<file path="src/nirdec_pkg.sv">
`timescale 1ns / 1ps
`default_nettype none
// ----------------------------------------------------------------------------
// nirdec_pkg
// shared types, codes and helpers of the nec infrared frame decoder
// ----------------------------------------------------------------------------
package nirdec_pkg;

  // frame length in data bits
  localparam int unsigned FRAME_BITS = 32;

  // item function codes
  localparam logic [1:0] FUNC_EDGE = 2'd0;
  localparam logic [1:0] FUNC_TICK = 2'd1;
  localparam logic [1:0] FUNC_READ = 2'd2;

  // configuration register indexes
  localparam int unsigned CFG_IDX_W = 3;
  localparam logic [CFG_IDX_W-1:0] CFG_LEADER_WIDTH      = 3'd0;
  localparam logic [CFG_IDX_W-1:0] CFG_REPEAT_WIDTH      = 3'd1;
  localparam logic [CFG_IDX_W-1:0] CFG_ONE_WIDTH         = 3'd2;
  localparam logic [CFG_IDX_W-1:0] CFG_ZERO_WIDTH        = 3'd3;
  localparam logic [CFG_IDX_W-1:0] CFG_WIDTH_TOLERANCE   = 3'd4;
  localparam logic [CFG_IDX_W-1:0] CFG_REPEATS_PER_EVENT = 3'd5;
  localparam logic [CFG_IDX_W-1:0] CFG_BUSY_TIMEOUT      = 3'd6;

  // configuration reset values
  localparam logic [15:0] RST_LEADER_WIDTH      = 16'd13500;
  localparam logic [15:0] RST_REPEAT_WIDTH      = 16'd11250;
  localparam logic [15:0] RST_ONE_WIDTH         = 16'd2250;
  localparam logic [15:0] RST_ZERO_WIDTH        = 16'd1120;
  localparam logic [15:0] RST_WIDTH_TOLERANCE   = 16'd250;
  localparam logic [7:0]  RST_REPEATS_PER_EVENT = 8'd5;
  localparam logic [7:0]  RST_BUSY_TIMEOUT      = 8'd200;

  // queue between front and back
  localparam int unsigned QUEUE_DEPTH = 4;
  localparam int unsigned QPTR_W      = $clog2(QUEUE_DEPTH);

  typedef struct packed {
    logic [1:0]  func;
    logic [15:0] edge_time;
    logic [7:0]  elapsed_ms;
  } item_t;

  typedef struct packed {
    logic       cmd_valid;
    logic [7:0] command;
    logic       busy_res;
    logic       ready_res;
  } result_t;

  typedef struct packed {
    logic [15:0] leader_width;
    logic [15:0] repeat_width;
    logic [15:0] one_width;
    logic [15:0] zero_width;
    logic [15:0] width_tolerance;
    logic [7:0]  repeats_per_event;
    logic [7:0]  busy_timeout;
  } cfg_t;

  // classified item as it travels through the queue
  typedef struct packed {
    logic [1:0] func;
    logic [7:0] elapsed_ms;
    logic       near_leader;
    logic       near_repeat;
    logic       near_one;
    logic       near_zero;
  } entry_t;

  // strict window test n - tol < w < n + tol, without wrap
  function automatic logic width_near(input logic [15:0] w, input logic [15:0] n,
                                      input logic [15:0] tol);
    logic [16:0] lo_sum;
    logic [16:0] hi_sum;
    lo_sum = {1'b0, w} + {1'b0, tol};
    hi_sum = {1'b0, n} + {1'b0, tol};
    return (lo_sum > {1'b0, n}) && ({1'b0, w} < hi_sum);
  endfunction

endpackage
`default_nettype wire

</file>
<file path="src/nirdec_front.sv">
`timescale 1ns / 1ps
`default_nettype none
// ----------------------------------------------------------------------------
// nirdec_front
// accepts items, forms edge widths and classifies them against the windows
// ----------------------------------------------------------------------------
module nirdec_front
  import nirdec_pkg::*;
(
  input  wire logic   clk,
  input  wire logic   rst,
  input  wire cfg_t   cfg,
  input  wire logic   item_valid,
  input  wire item_t  item,
  input  wire logic   queue_full,
  output logic        item_stall,
  output logic        push,
  output entry_t      push_entry
);

  logic [15:0] last_edge;
  logic [15:0] width;

  assign item_stall = queue_full;
  assign push       = item_valid && !queue_full;
  assign width      = item.edge_time - last_edge;

  always_comb begin
    push_entry.func        = item.func;
    push_entry.elapsed_ms  = item.elapsed_ms;
    push_entry.near_leader = width_near(width, cfg.leader_width, cfg.width_tolerance);
    push_entry.near_repeat = width_near(width, cfg.repeat_width, cfg.width_tolerance);
    push_entry.near_one    = width_near(width, cfg.one_width, cfg.width_tolerance);
    push_entry.near_zero   = width_near(width, cfg.zero_width, cfg.width_tolerance);
  end

  // edge times are taken in arrival order, so the width is known here
  always_ff @(posedge clk) begin
    if (rst) begin
      last_edge <= '0;
    end else if (push && item.func == FUNC_EDGE) begin
      last_edge <= item.edge_time;
    end
  end

endmodule
`default_nettype wire

</file>
<file path="src/nirdec_queue.sv">
`timescale 1ns / 1ps
`default_nettype none
// ----------------------------------------------------------------------------
// nirdec_queue
// short flop queue between the classifier and the decode engine
// ----------------------------------------------------------------------------
module nirdec_queue
  import nirdec_pkg::*;
(
  input  wire logic   clk,
  input  wire logic   rst,
  input  wire logic   push,
  input  wire entry_t push_entry,
  input  wire logic   pop,
  output logic        full,
  output logic        nonempty,
  output entry_t      head
);

  entry_t               slots [QUEUE_DEPTH];
  logic [QPTR_W-1:0]    wr_ptr;
  logic [QPTR_W-1:0]    rd_ptr;
  logic [QPTR_W:0]      count;

  assign full     = (count == (QPTR_W+1)'(QUEUE_DEPTH));
  assign nonempty = (count != '0);
  assign head     = slots[rd_ptr];

  always_ff @(posedge clk) begin
    if (push) begin
      slots[wr_ptr] <= push_entry;
    end
  end

  always_ff @(posedge clk) begin
    if (rst) begin
      wr_ptr <= '0;
      rd_ptr <= '0;
      count  <= '0;
    end else begin
      if (push) begin
        wr_ptr <= wr_ptr + 1'b1;
      end
      if (pop) begin
        rd_ptr <= rd_ptr + 1'b1;
      end
      case ({push, pop})
        2'b10:   count <= count + 1'b1;
        2'b01:   count <= count - 1'b1;
        default: count <= count;
      endcase
    end
  end

endmodule
`default_nettype wire

</file>
<file path="src/nirdec_back.sv">
`timescale 1ns / 1ps
`default_nettype none
// ----------------------------------------------------------------------------
// nirdec_back
// frame decode state machine, timeout aging, command hand-off, result register
// ----------------------------------------------------------------------------
module nirdec_back
  import nirdec_pkg::*;
(
  input  wire logic   clk,
  input  wire logic   rst,
  input  wire cfg_t   cfg,
  input  wire logic   entry_valid,
  input  wire entry_t entry,
  output logic        pop,
  input  wire logic   result_stall,
  output logic        result_valid,
  output result_t     result
);

  typedef enum logic [1:0] {
    PH_IDLE = 2'd0,
    PH_LEAD = 2'd1,
    PH_DATA = 2'd2
  } phase_t;

  phase_t      phase, phase_next;
  logic [31:0] shift_word, shift_word_next;
  logic [7:0]  step_count, step_count_next;
  logic        busy_flag, busy_flag_next;
  logic        ready_flag, ready_flag_next;
  logic [7:0]  held_command, held_command_next;
  logic [7:0]  idle_time, idle_time_next;
  logic        cmd_valid_next;

  logic [7:0]  step_inc;
  logic [8:0]  tick_sum;
  logic [7:0]  tick_sat;
  logic [31:0] shifted;

  assign pop      = entry_valid && (!result_valid || !result_stall);
  assign step_inc = step_count + 8'd1;
  assign tick_sum = {1'b0, idle_time} + {1'b0, entry.elapsed_ms};
  assign tick_sat = tick_sum[8] ? 8'hFF : tick_sum[7:0];
  assign shifted  = {entry.near_zero ? 1'b0 : 1'b1, shift_word[31:1]};

  always_comb begin
    phase_next        = phase;
    shift_word_next   = shift_word;
    step_count_next   = step_count;
    busy_flag_next    = busy_flag;
    ready_flag_next   = ready_flag;
    held_command_next = held_command;
    idle_time_next    = idle_time;
    cmd_valid_next    = 1'b0;

    unique case (entry.func)
      FUNC_EDGE: begin
        busy_flag_next = 1'b1;
        idle_time_next = '0;
        unique case (phase)
          PH_IDLE: begin
            phase_next = PH_LEAD;
          end
          PH_LEAD: begin
            if (entry.near_leader) begin
              step_count_next = '0;
              phase_next      = PH_DATA;
            end else if (entry.near_repeat) begin
              // every repeats_per_event-th repeat code re-raises ready
              if (step_inc >= cfg.repeats_per_event) begin
                step_count_next = '0;
                ready_flag_next = 1'b1;
              end else begin
                step_count_next = step_inc;
              end
              phase_next     = PH_IDLE;
              busy_flag_next = 1'b0;
            end else begin
              step_count_next = '0;
              phase_next      = PH_IDLE;
            end
          end
          PH_DATA: begin
            shift_word_next = {1'b0, shift_word[31:1]};
            if (entry.near_zero || entry.near_one) begin
              shift_word_next = shifted;
              if (step_inc >= 8'(FRAME_BITS)) begin
                step_count_next = '0;
                // address and command bytes against their inverses
                if (shifted[7:0] == ~shifted[15:8] && shifted[23:16] == ~shifted[31:24]) begin
                  ready_flag_next   = 1'b1;
                  held_command_next = shifted[23:16];
                end
                phase_next     = PH_IDLE;
                busy_flag_next = 1'b0;
              end else begin
                step_count_next = step_inc;
              end
            end else begin
              step_count_next = '0;
              phase_next      = PH_IDLE;
            end
          end
          default: begin
          end
        endcase
      end
      FUNC_TICK: begin
        if (busy_flag) begin
          idle_time_next = tick_sat;
          if (tick_sat >= cfg.busy_timeout) begin
            phase_next     = PH_IDLE;
            idle_time_next = '0;
            busy_flag_next = 1'b0;
          end
        end
      end
      FUNC_READ: begin
        if (ready_flag) begin
          ready_flag_next = 1'b0;
          cmd_valid_next  = 1'b1;
        end
      end
      default: begin
      end
    endcase
  end

  always_ff @(posedge clk) begin
    if (rst) begin
      phase        <= PH_IDLE;
      shift_word   <= '0;
      step_count   <= '0;
      busy_flag    <= 1'b0;
      ready_flag   <= 1'b0;
      held_command <= '0;
      idle_time    <= '0;
      result_valid <= 1'b0;
    end else begin
      if (pop) begin
        phase        <= phase_next;
        shift_word   <= shift_word_next;
        step_count   <= step_count_next;
        busy_flag    <= busy_flag_next;
        ready_flag   <= ready_flag_next;
        held_command <= held_command_next;
        idle_time    <= idle_time_next;
        result_valid <= 1'b1;
        result.cmd_valid <= cmd_valid_next;
        result.command   <= held_command_next;
        result.busy_res  <= busy_flag_next;
        result.ready_res <= ready_flag_next;
      end else if (!result_stall) begin
        result_valid <= 1'b0;
      end
    end
  end

`ifndef SYNTHESIS
  a_idle_time_only_busy: assert property (@(posedge clk) disable iff (rst)
    !busy_flag |-> idle_time == '0)
    else $error("idle time nonzero while not busy");

  a_data_count_range: assert property (@(posedge clk) disable iff (rst)
    phase == PH_DATA |-> step_count < 8'(FRAME_BITS))
    else $error("bit count out of frame while receiving data");

  a_read_hands_out: assert property (@(posedge clk) disable iff (rst)
    pop && entry.func == FUNC_READ && ready_flag |=>
      !ready_flag && result_valid && result.cmd_valid)
    else $error("read of pending command did not hand it out");
`endif

endmodule
`default_nettype wire

</file>
<file path="src/nec_ir_frame_decoder_core.sv">
`timescale 1ns / 1ps
`default_nettype none
// ----------------------------------------------------------------------------
// nec_ir_frame_decoder_core
// nec infrared frame decoder fed with edge, tick and read items
// ----------------------------------------------------------------------------
//
//  channel  | signals                                   | transaction when
//  ---------+-------------------------------------------+--------------------
//  item     | item_valid, item_stall, item (item_t)     | valid && !stall
//  result   | result_valid, result_stall, result        | valid && !stall
//  cfg      | cfg_valid, cfg_ready, cfg_index, cfg_data | valid && ready
//
//  one item per cycle while no result stall holds the back; the front classifies
//  each item into the queue, the back updates state into the result register
//  rst (synchronous) loads the default windows and clears all decode state
//  a stalled result holds the back while the front keeps filling the
//  four-entry queue; item_stall rises only when that queue is full
//  cfg_ready is always high; registers may change only while no item is in flight
//
module nec_ir_frame_decoder_core
  import nirdec_pkg::*;
(
  input  wire logic                 clk,
  input  wire logic                 rst,
  input  wire logic                 item_valid,
  output logic                      item_stall,
  input  wire item_t                item,
  output logic                      result_valid,
  input  wire logic                 result_stall,
  output result_t                   result,
  input  wire logic                 cfg_valid,
  output logic                      cfg_ready,
  input  wire logic [CFG_IDX_W-1:0] cfg_index,
  input  wire logic [15:0]          cfg_data
);

  cfg_t   cfg;
  logic   push;
  entry_t push_entry;
  logic   queue_full;
  logic   queue_nonempty;
  entry_t queue_head;
  logic   pop;

  // register file, always able to take a write
  assign cfg_ready = 1'b1;

  always_ff @(posedge clk) begin
    if (rst) begin
      cfg.leader_width      <= RST_LEADER_WIDTH;
      cfg.repeat_width      <= RST_REPEAT_WIDTH;
      cfg.one_width         <= RST_ONE_WIDTH;
      cfg.zero_width        <= RST_ZERO_WIDTH;
      cfg.width_tolerance   <= RST_WIDTH_TOLERANCE;
      cfg.repeats_per_event <= RST_REPEATS_PER_EVENT;
      cfg.busy_timeout      <= RST_BUSY_TIMEOUT;
    end else if (cfg_valid) begin
      unique case (cfg_index)
        CFG_LEADER_WIDTH:      cfg.leader_width      <= cfg_data;
        CFG_REPEAT_WIDTH:      cfg.repeat_width      <= cfg_data;
        CFG_ONE_WIDTH:         cfg.one_width         <= cfg_data;
        CFG_ZERO_WIDTH:        cfg.zero_width        <= cfg_data;
        CFG_WIDTH_TOLERANCE:   cfg.width_tolerance   <= cfg_data;
        CFG_REPEATS_PER_EVENT: cfg.repeats_per_event <= cfg_data[7:0];
        CFG_BUSY_TIMEOUT:      cfg.busy_timeout      <= cfg_data[7:0];
        default: begin
          // unmapped index, write dropped
        end
      endcase
    end
  end

  // front: width forming and window classification
  nirdec_front u_front (
    .clk        (clk),
    .rst        (rst),
    .cfg        (cfg),
    .item_valid (item_valid),
    .item       (item),
    .queue_full (queue_full),
    .item_stall (item_stall),
    .push       (push),
    .push_entry (push_entry)
  );

  // decouples the classifier from result back-pressure
  nirdec_queue u_queue (
    .clk        (clk),
    .rst        (rst),
    .push       (push),
    .push_entry (push_entry),
    .pop        (pop),
    .full       (queue_full),
    .nonempty   (queue_nonempty),
    .head       (queue_head)
  );

  // back: frame state machine and result register
  nirdec_back u_back (
    .clk          (clk),
    .rst          (rst),
    .cfg          (cfg),
    .entry_valid  (queue_nonempty),
    .entry        (queue_head),
    .pop          (pop),
    .result_stall (result_stall),
    .result_valid (result_valid),
    .result       (result)
  );

endmodule
`default_nettype wire
</file>
<file path="config.mk">
export PLATFORM = sky130hd
export DESIGN_NAME = nec_ir_frame_decoder_core
export DESIGN_NICKNAME = d
export VERILOG_FILES = /design/src/nirdec_pkg.sv /design/src/nirdec_front.sv /design/src/nirdec_queue.sv /design/src/nirdec_back.sv /design/src/nec_ir_frame_decoder_core.sv
export SDC_FILE = /design/constraint.sdc
export NUM_CORES = 1
export LEC_CHECK = 0
export ABC_AREA = 1
export BUFFER_PORTS_ARGS = -buffer_cell sky130_fd_sc_hd__buf_2
export CAP_MARGIN = 10
export CORE_UTILIZATION = 64
export CTS_CLUSTER_SIZE = 24
export DETAILED_ROUTE_END_ITERATION = 7
export PLACE_DENSITY = 0.9
export SKIP_LAST_GASP = 1
export SYNTH_ARGS = -nofsm -noshare
export SYNTH_HDL_FRONTEND = slang
export SYNTH_SLANG_ARGS = --single-unit
</file>
<file path="constraint.sdc">
create_clock -name clk -period 12.33 [get_ports clk]
set_input_delay 2.466 -clock clk [delete_from_list [all_inputs] [get_ports clk]]
set_output_delay 2.466 -clock clk [all_outputs]
set_load 0.1 [all_outputs]
</file>
## Word level (Yosys, flattened, before mapping)

Memory sizes are Yosys's and may differ from the RTL's. A register that Yosys moved wholly into a read port is not among the register bits.
Index checks and enable logic that the tools add are counted.

| cells by class | value |
|---|---|
| bitwise operators | 3 |
| order comparisons | 11 |
| reductions and logical operators | 33 |
| muxes and demuxes | 48 |
| equality and inequality tests | 20 |
| $add $sub $neg | 12 |

Operators by type and width:

| kind | number |
|---|---|
| 2-to-1 mux 8 bit | 13 |
| adder 16 x 16 -> 17 bit | 5 |
| greater-than comparator 17 x 16 -> 1 bit | 4 |
| less-than comparator 16 x 17 -> 1 bit | 4 |
| 2-to-1 mux 32 bit | 1 |
| one-hot mux 8 bit (2 select lines) | 2 |
| 2-to-1 mux 1 bit | 18 |
| equality test 8 bit | 2 |
| >= comparator 8 bit | 2 |
| NOT 8 bit | 2 |
| AND reduction 2 bit | 8 |
| subtractor 16 bit | 1 |
| 2-to-1 mux 2 bit | 7 |
| equality test 3 bit, second input constant | 4 |
| adder 8 x 8 -> 9 bit | 1 |
| AND reduction 3 bit | 3 |
| adder 8 x 1 -> 8 bit, second input constant | 1 |
| >= comparator 8 x 6 -> 1 bit, second input constant | 1 |
| logical AND 1 bit | 8 |
| one-hot mux 1 bit (2 select lines) | 4 |
| equality test 2 x 1 -> 1 bit, second input constant | 3 |
| equality test 2 bit, second input constant | 3 |
| equality test 3 x 2 -> 1 bit, second input constant | 2 |
| logical NOT 2 bit | 3 |
| other kinds (17) | 25 |

| word-level totals | value |
|---|---|
| memories | 1 |
| input bits | 50 |
| word-level logic and storage cells | 151 |
| output and inout port bits | 14 |
| register bits | 191 |
| bits in writable memories | 56 |

Memories:

| memory | words | bits a word | rd ports | clocked after Yosys merged registers in | wr ports | RTL line | source |
|---|---|---|---|---|---|---|---|
| u_queue.slots | 4 | 14 | 1 | 1 | 1 | nirdec_queue.sv:20 | `entry_t slots [QUEUE_DEPTH];` |

## Logic depth before layout (Yosys ltp)

| depth | value |
|---|---|
| word-level depth | 9 |
| mapped depth | 32 |
| mapped depth without buffers | 32 |

## By module

A second synthesis with hierarchy kept.

| unflattened totals | value |
|---|---|
| cells, all modules | 2,566 |
| area, all modules | 18,691.7 um^2 |

Modules (own cells, without submodules):

| module | times used | cells an instance | seq. area each (um^2) | area an instance (um^2) |
|---|---|---|---|---|
| nirdec_front | 1 | 1,262 | 320.3 | 8,255.4 |
| nirdec_back | 1 | 592 | 1,531.5 | 4,171.5 |
| nec_ir_frame_decoder_core | 1 | 519 | 1,921.8 | 3,728.6 |
| nirdec_queue | 1 | 193 | 1,861.8 | 2,536.2 |

## Worst setup path before layout

Ideal clock, no wire load.

| timing path | value |
|---|---|
| kind | input to register |
| from | input port item[10] (netlist name) |
| to | memory u_queue.slots[0][3] (netlist name) (data pin) |
| required time | 12,069 ps |
| setup slack | 6,115 ps |
| path buffers | 0 |
| arrival time | 5,954 ps |
| library setup time | 261 ps |
| cell stages on the path | 30 |
| cell sequence | ha_1 -> a21o_1 -> a31oi_1 -> inv_1 -> a21oi_1 -> nor2_1 -> nor2_1 -> xor2_1 -> inv_1 -> ha_1 -> nand2_1 -> a21oi_1 -> nor2_1 -> nand2_1 -> nand3_1 -> nand2_1 -> nand3_1 -> nand2_1 -> xor2_1 -> ha_1 -> inv_1 -> nor3_1 -> a211oi_1 -> nand2_1 -> nand3_1 -> nand2_1 -> nand2_1 -> nand2_1 -> a21oi_1 -> nor2_1 |

RTL lines:

| item | RTL line | source |
|---|---|---|
| from (decl) | nec_ir_frame_decoder_core.sv:28 | `input wire item_t item,` |
| to (decl) | nirdec_queue.sv:20 |  |

==> impl_metrics.toml <==
[sta]
final-setup-viol-count = 0
worst_pin_slew_ns = 0.9303
rsz0062_at_grt = "false"
finalHoldViolCount = 0
fin_crit_ns = 6.895
max-slew-margin-rel_pct = 37.83
fin_tns_setup_ns = 0
finalCritPeriodShare_pct = 55.92
drv_slew = 0
max_freq_mhz = 145.0
fin_skew_ns = 0.009968

[power_and_ir_drop]
netSwitchingFraction_pct = 42.33
internal-power_mw = 1.928
finalPower_mw = 3.343
p_leak_nw = 8.681
p_seq_share_pct = 30.1
combPwrFrac_pct = 45.1
power.density_nw_per_um2 = 176.5
p_clk_share_pct = 24.9
ir_drop_mv = 0.1194
p_sw_mw = 1.415

[grt]
first_global_vias = 15480
antenna_found_initial = 0
grt_max_degree = 82
grt_overflow_total = 0
grtUsageTotal_pct = 35.67
grt_pass1_wl_um = 79360

[cells_and_area]
multi_input_area_um2 = 10510
drive_gt1_share_pct = 6.755
antennaDiodeCount = 0
area_growth_pct = 8.587
fillCellCount = 2073
final_area_um2 = 18940
nNetsFinal = 2633
layout.cells.non_filler = 2680
final_util_pct = 70.47
final-seq-area_um2 = 5635

[clocking]
cts_buffers = 27
ctsHtreeMaxLevel = 1
cts_root_buf = "clkbuf_16"
post_cts_buffers = 0
clkSlewWorstSetupHoldPaths_ns = 0.06
cts.path.max_buffers = 3
cts_hold_buf = 0
cts.sinks = 248
clock_latency_ns = 0.53
cts_resized = 0
cts_tree = "built"

[critical_path]
timing.rr.start = "u_front.last_edge[0]"
worst_setup_path_start_kind = "input port"
cp_data_required_time_ns = 12.60
cp_max_fo = 6
crit_path_end_kind = "register"
setup.worst_path.class = "input port to register"
startpoint = "item[8]"
cp_data_arrival_time_ns = 7.17

[logic_synthesis]
netlist_area_um2 = 17440
ys_types = 57
synth_top_flop_cell = "dfxtp_1"
synth-seq-area-share_pct = 32.31
syn_area_per_cell_um2 = 7.680
synth_async_sr_flop_share_pct = 0
synth_edf_count = 67
synth.ff_latch_count = 248
synthesis.nets = 2584
syn-instance-count = 2271
yosysWarnings = 0

[drt]
wl_um = 50100
routedWlPerCell_um = 18.69
first_iter_violations = 1786
drc = 0
routed_via_density = 6.106
antenna_left = 0
vias = 16360
dr.pass1.iters = 5

[floorplan]
initial_core_util_pct = 64.90
core_region_area_um2 = 26880
die_h_um = 167.1
fp.dieArea_um2 = 27920
io_pins = 64
die_w_um = 167.1
std_cell_rows = 60

[placement]
dp.cells = 2632
port_buffers = 62
place_hpwl_um = 38350
placed_area_um2 = 18020
place.gp.congestion = 1.023

[hold_path]
min-delay-start = "u_front.last_edge[13]"
worstHoldPathType = "register to register"

[status]
run_status = "finished clean"

[run]
maxCapViolations = 0
==> worst max-delay path, cell delays in order <==
cell and delay, ns:
buf_2 0.09, inv_1 0.04, ha_1 0.19, inv_1 0.09, fa_1 0.21, nand3_1 0.08, nand2_1 0.14, a21oi_1 0.11
o21ai_0 0.44, nand3_1 0.14, nand2_1 0.14, xor2_1 0.52, ha_1 0.42, a21oi_1 0.23, nor2_1 0.07, a211oi_1 0.23
o21ai_0 0.16, xor2_1 0.45, ha_1 0.37, inv_1 0.11, o211ai_1 0.11, nor2_1 0.14, nand3_1 0.10, nand2_1 0.07
nor2_1 0.06
==> layout by cell type (no fill, tap or decap), types with 4 or more instances in the layout <==
cell       synthesis  final
a31oi_1            7      7
o21a_1             9      9
o211ai_1          29     29
clkbuf_1          38      4
a211oi_1           8      8
o22ai_1            8      8
inv_1            263    262
nand4_1           32     32
nor4_1             4      4
a21oi_1          277    277
clkbuf_16          0     27
o21bai_1           4      4
o21ai_1           50     50
clkinv_1           5      7
edfxtp_1          67     67
buf_4              1     10
nor2_1           213    213
xor2_1            53     53
buf_2              9     62
ha_1             255    255
clkbuf_8           0      5
nand2_1          359    359
inv_2             17     17
a21boi_0           5      5
o21ai_0          154    154
fa_1               8      8
o31ai_1            5      5
o221ai_1           4      4
xnor2_1           34     34
nor3_1            27     27
nand3_1           91     91
a21o_1            12     12
nand2_2            6      6
dfxtp_1          181    181
==> per-layer routing <==
metal / vias to the layer above / wire length [µm] / track usage (%)
met5: - / 0 / 0
met4: 0 / 1943 / 13.16
met3: 124 / 4561 / 4.468
met2: 809 / 22580 / 58.20
met1: 7579 / 21010 / 48.34
li1: 7851 / - / -
==> layout make-up <==
type	count	area share (%)
timing repair buffer	72	2.035
inverter	285	5.655
tap	341	2.253
clock buffer	36	4.010
sequential	248	29.75
multi-input combinational	1686	55.47
clock inverter	12	0.8192
==> stage by stage <==
stage	setup WS [ns]	hold WS [ns]
floorplan	6.115	0.4331
global placement	5.354	0.4455
detailed placement	5.105	0.4555
CTS	5.631	0.4644
global route	4.990	0.4721
finish	5.435	0.4616
==> logic make-up after synthesis <==
logic type | share of synthesized area [%]
AND/OR/NAND/NOR | 18.31
AO/OA/AOI/OAI | 18.33
buffers and inverters | 7.453
adder cells (fa/ha/maj) | 19.21
flip-flops | 32.31
XOR/XNOR | 4.369
other | 0.02150
==> synth_stat cells, drive strengths merged, types with 31 or more instances <==
| cell | number | area, µm² |
|---|---|---|
| nand2 | 366 | 1396 |
| a21oi | 280 | 1413 |
| inv | 280 | 1051 |
| ha | 255 | 3191 |
| nor2 | 219 | 852.1 |
| o21ai | 204 | 1021 |
| dfxtp | 181 | 3623 |
| nand3 | 92 | 473.0 |
| edfxtp | 67 | 2012 |
| xor2 | 53 | 464.2 |
| clkbuf | 39 | 147.6 |
| xnor2 | 34 | 297.8 |
| nand4 | 33 | 221.5 |
| nor3 | 31 | 181.4 |
==> path summary, 6_finish.rpt <==
check,cells past startpoint,end,slack (ns)
worst max-delay path,25,u_queue.slots[2][0],5.44
worst min register to register,2,u_front.last_edge[13],0.46
worst max register to register,23,u_queue.slots[2][0],7.18
worst min-delay path,2,u_front.last_edge[13],0.46
==> flip-flops by register name (all words and copies together) (netlist names), 3 cells and up, named ones only <==
name                 cells
cfg                     96
u_queue.slots           56
u_back.shift_word       31
u_front.last_edge       16
u_back.result           11
u_back.held_command      8
u_back.idle_time         8
u_back.step_count        8
u_queue.count            3
==> power by group through the flow <==
stage / Sequential (mW) / Combinational, mW / Clock [mW]
after floorplan: 1.09 / 1.02 / 0
after global placement: 1.01 / 1.40 / 0
after detailed placement: 1.02 / 1.46 / 0
after CTS: 1.00 / 1.48 / 0.835
after global routing: 1.01 / 1.68 / 0.868
final: 1.00 / 1.51 / 0.831
No activity file was read; power rests on OpenSTA's default activity.
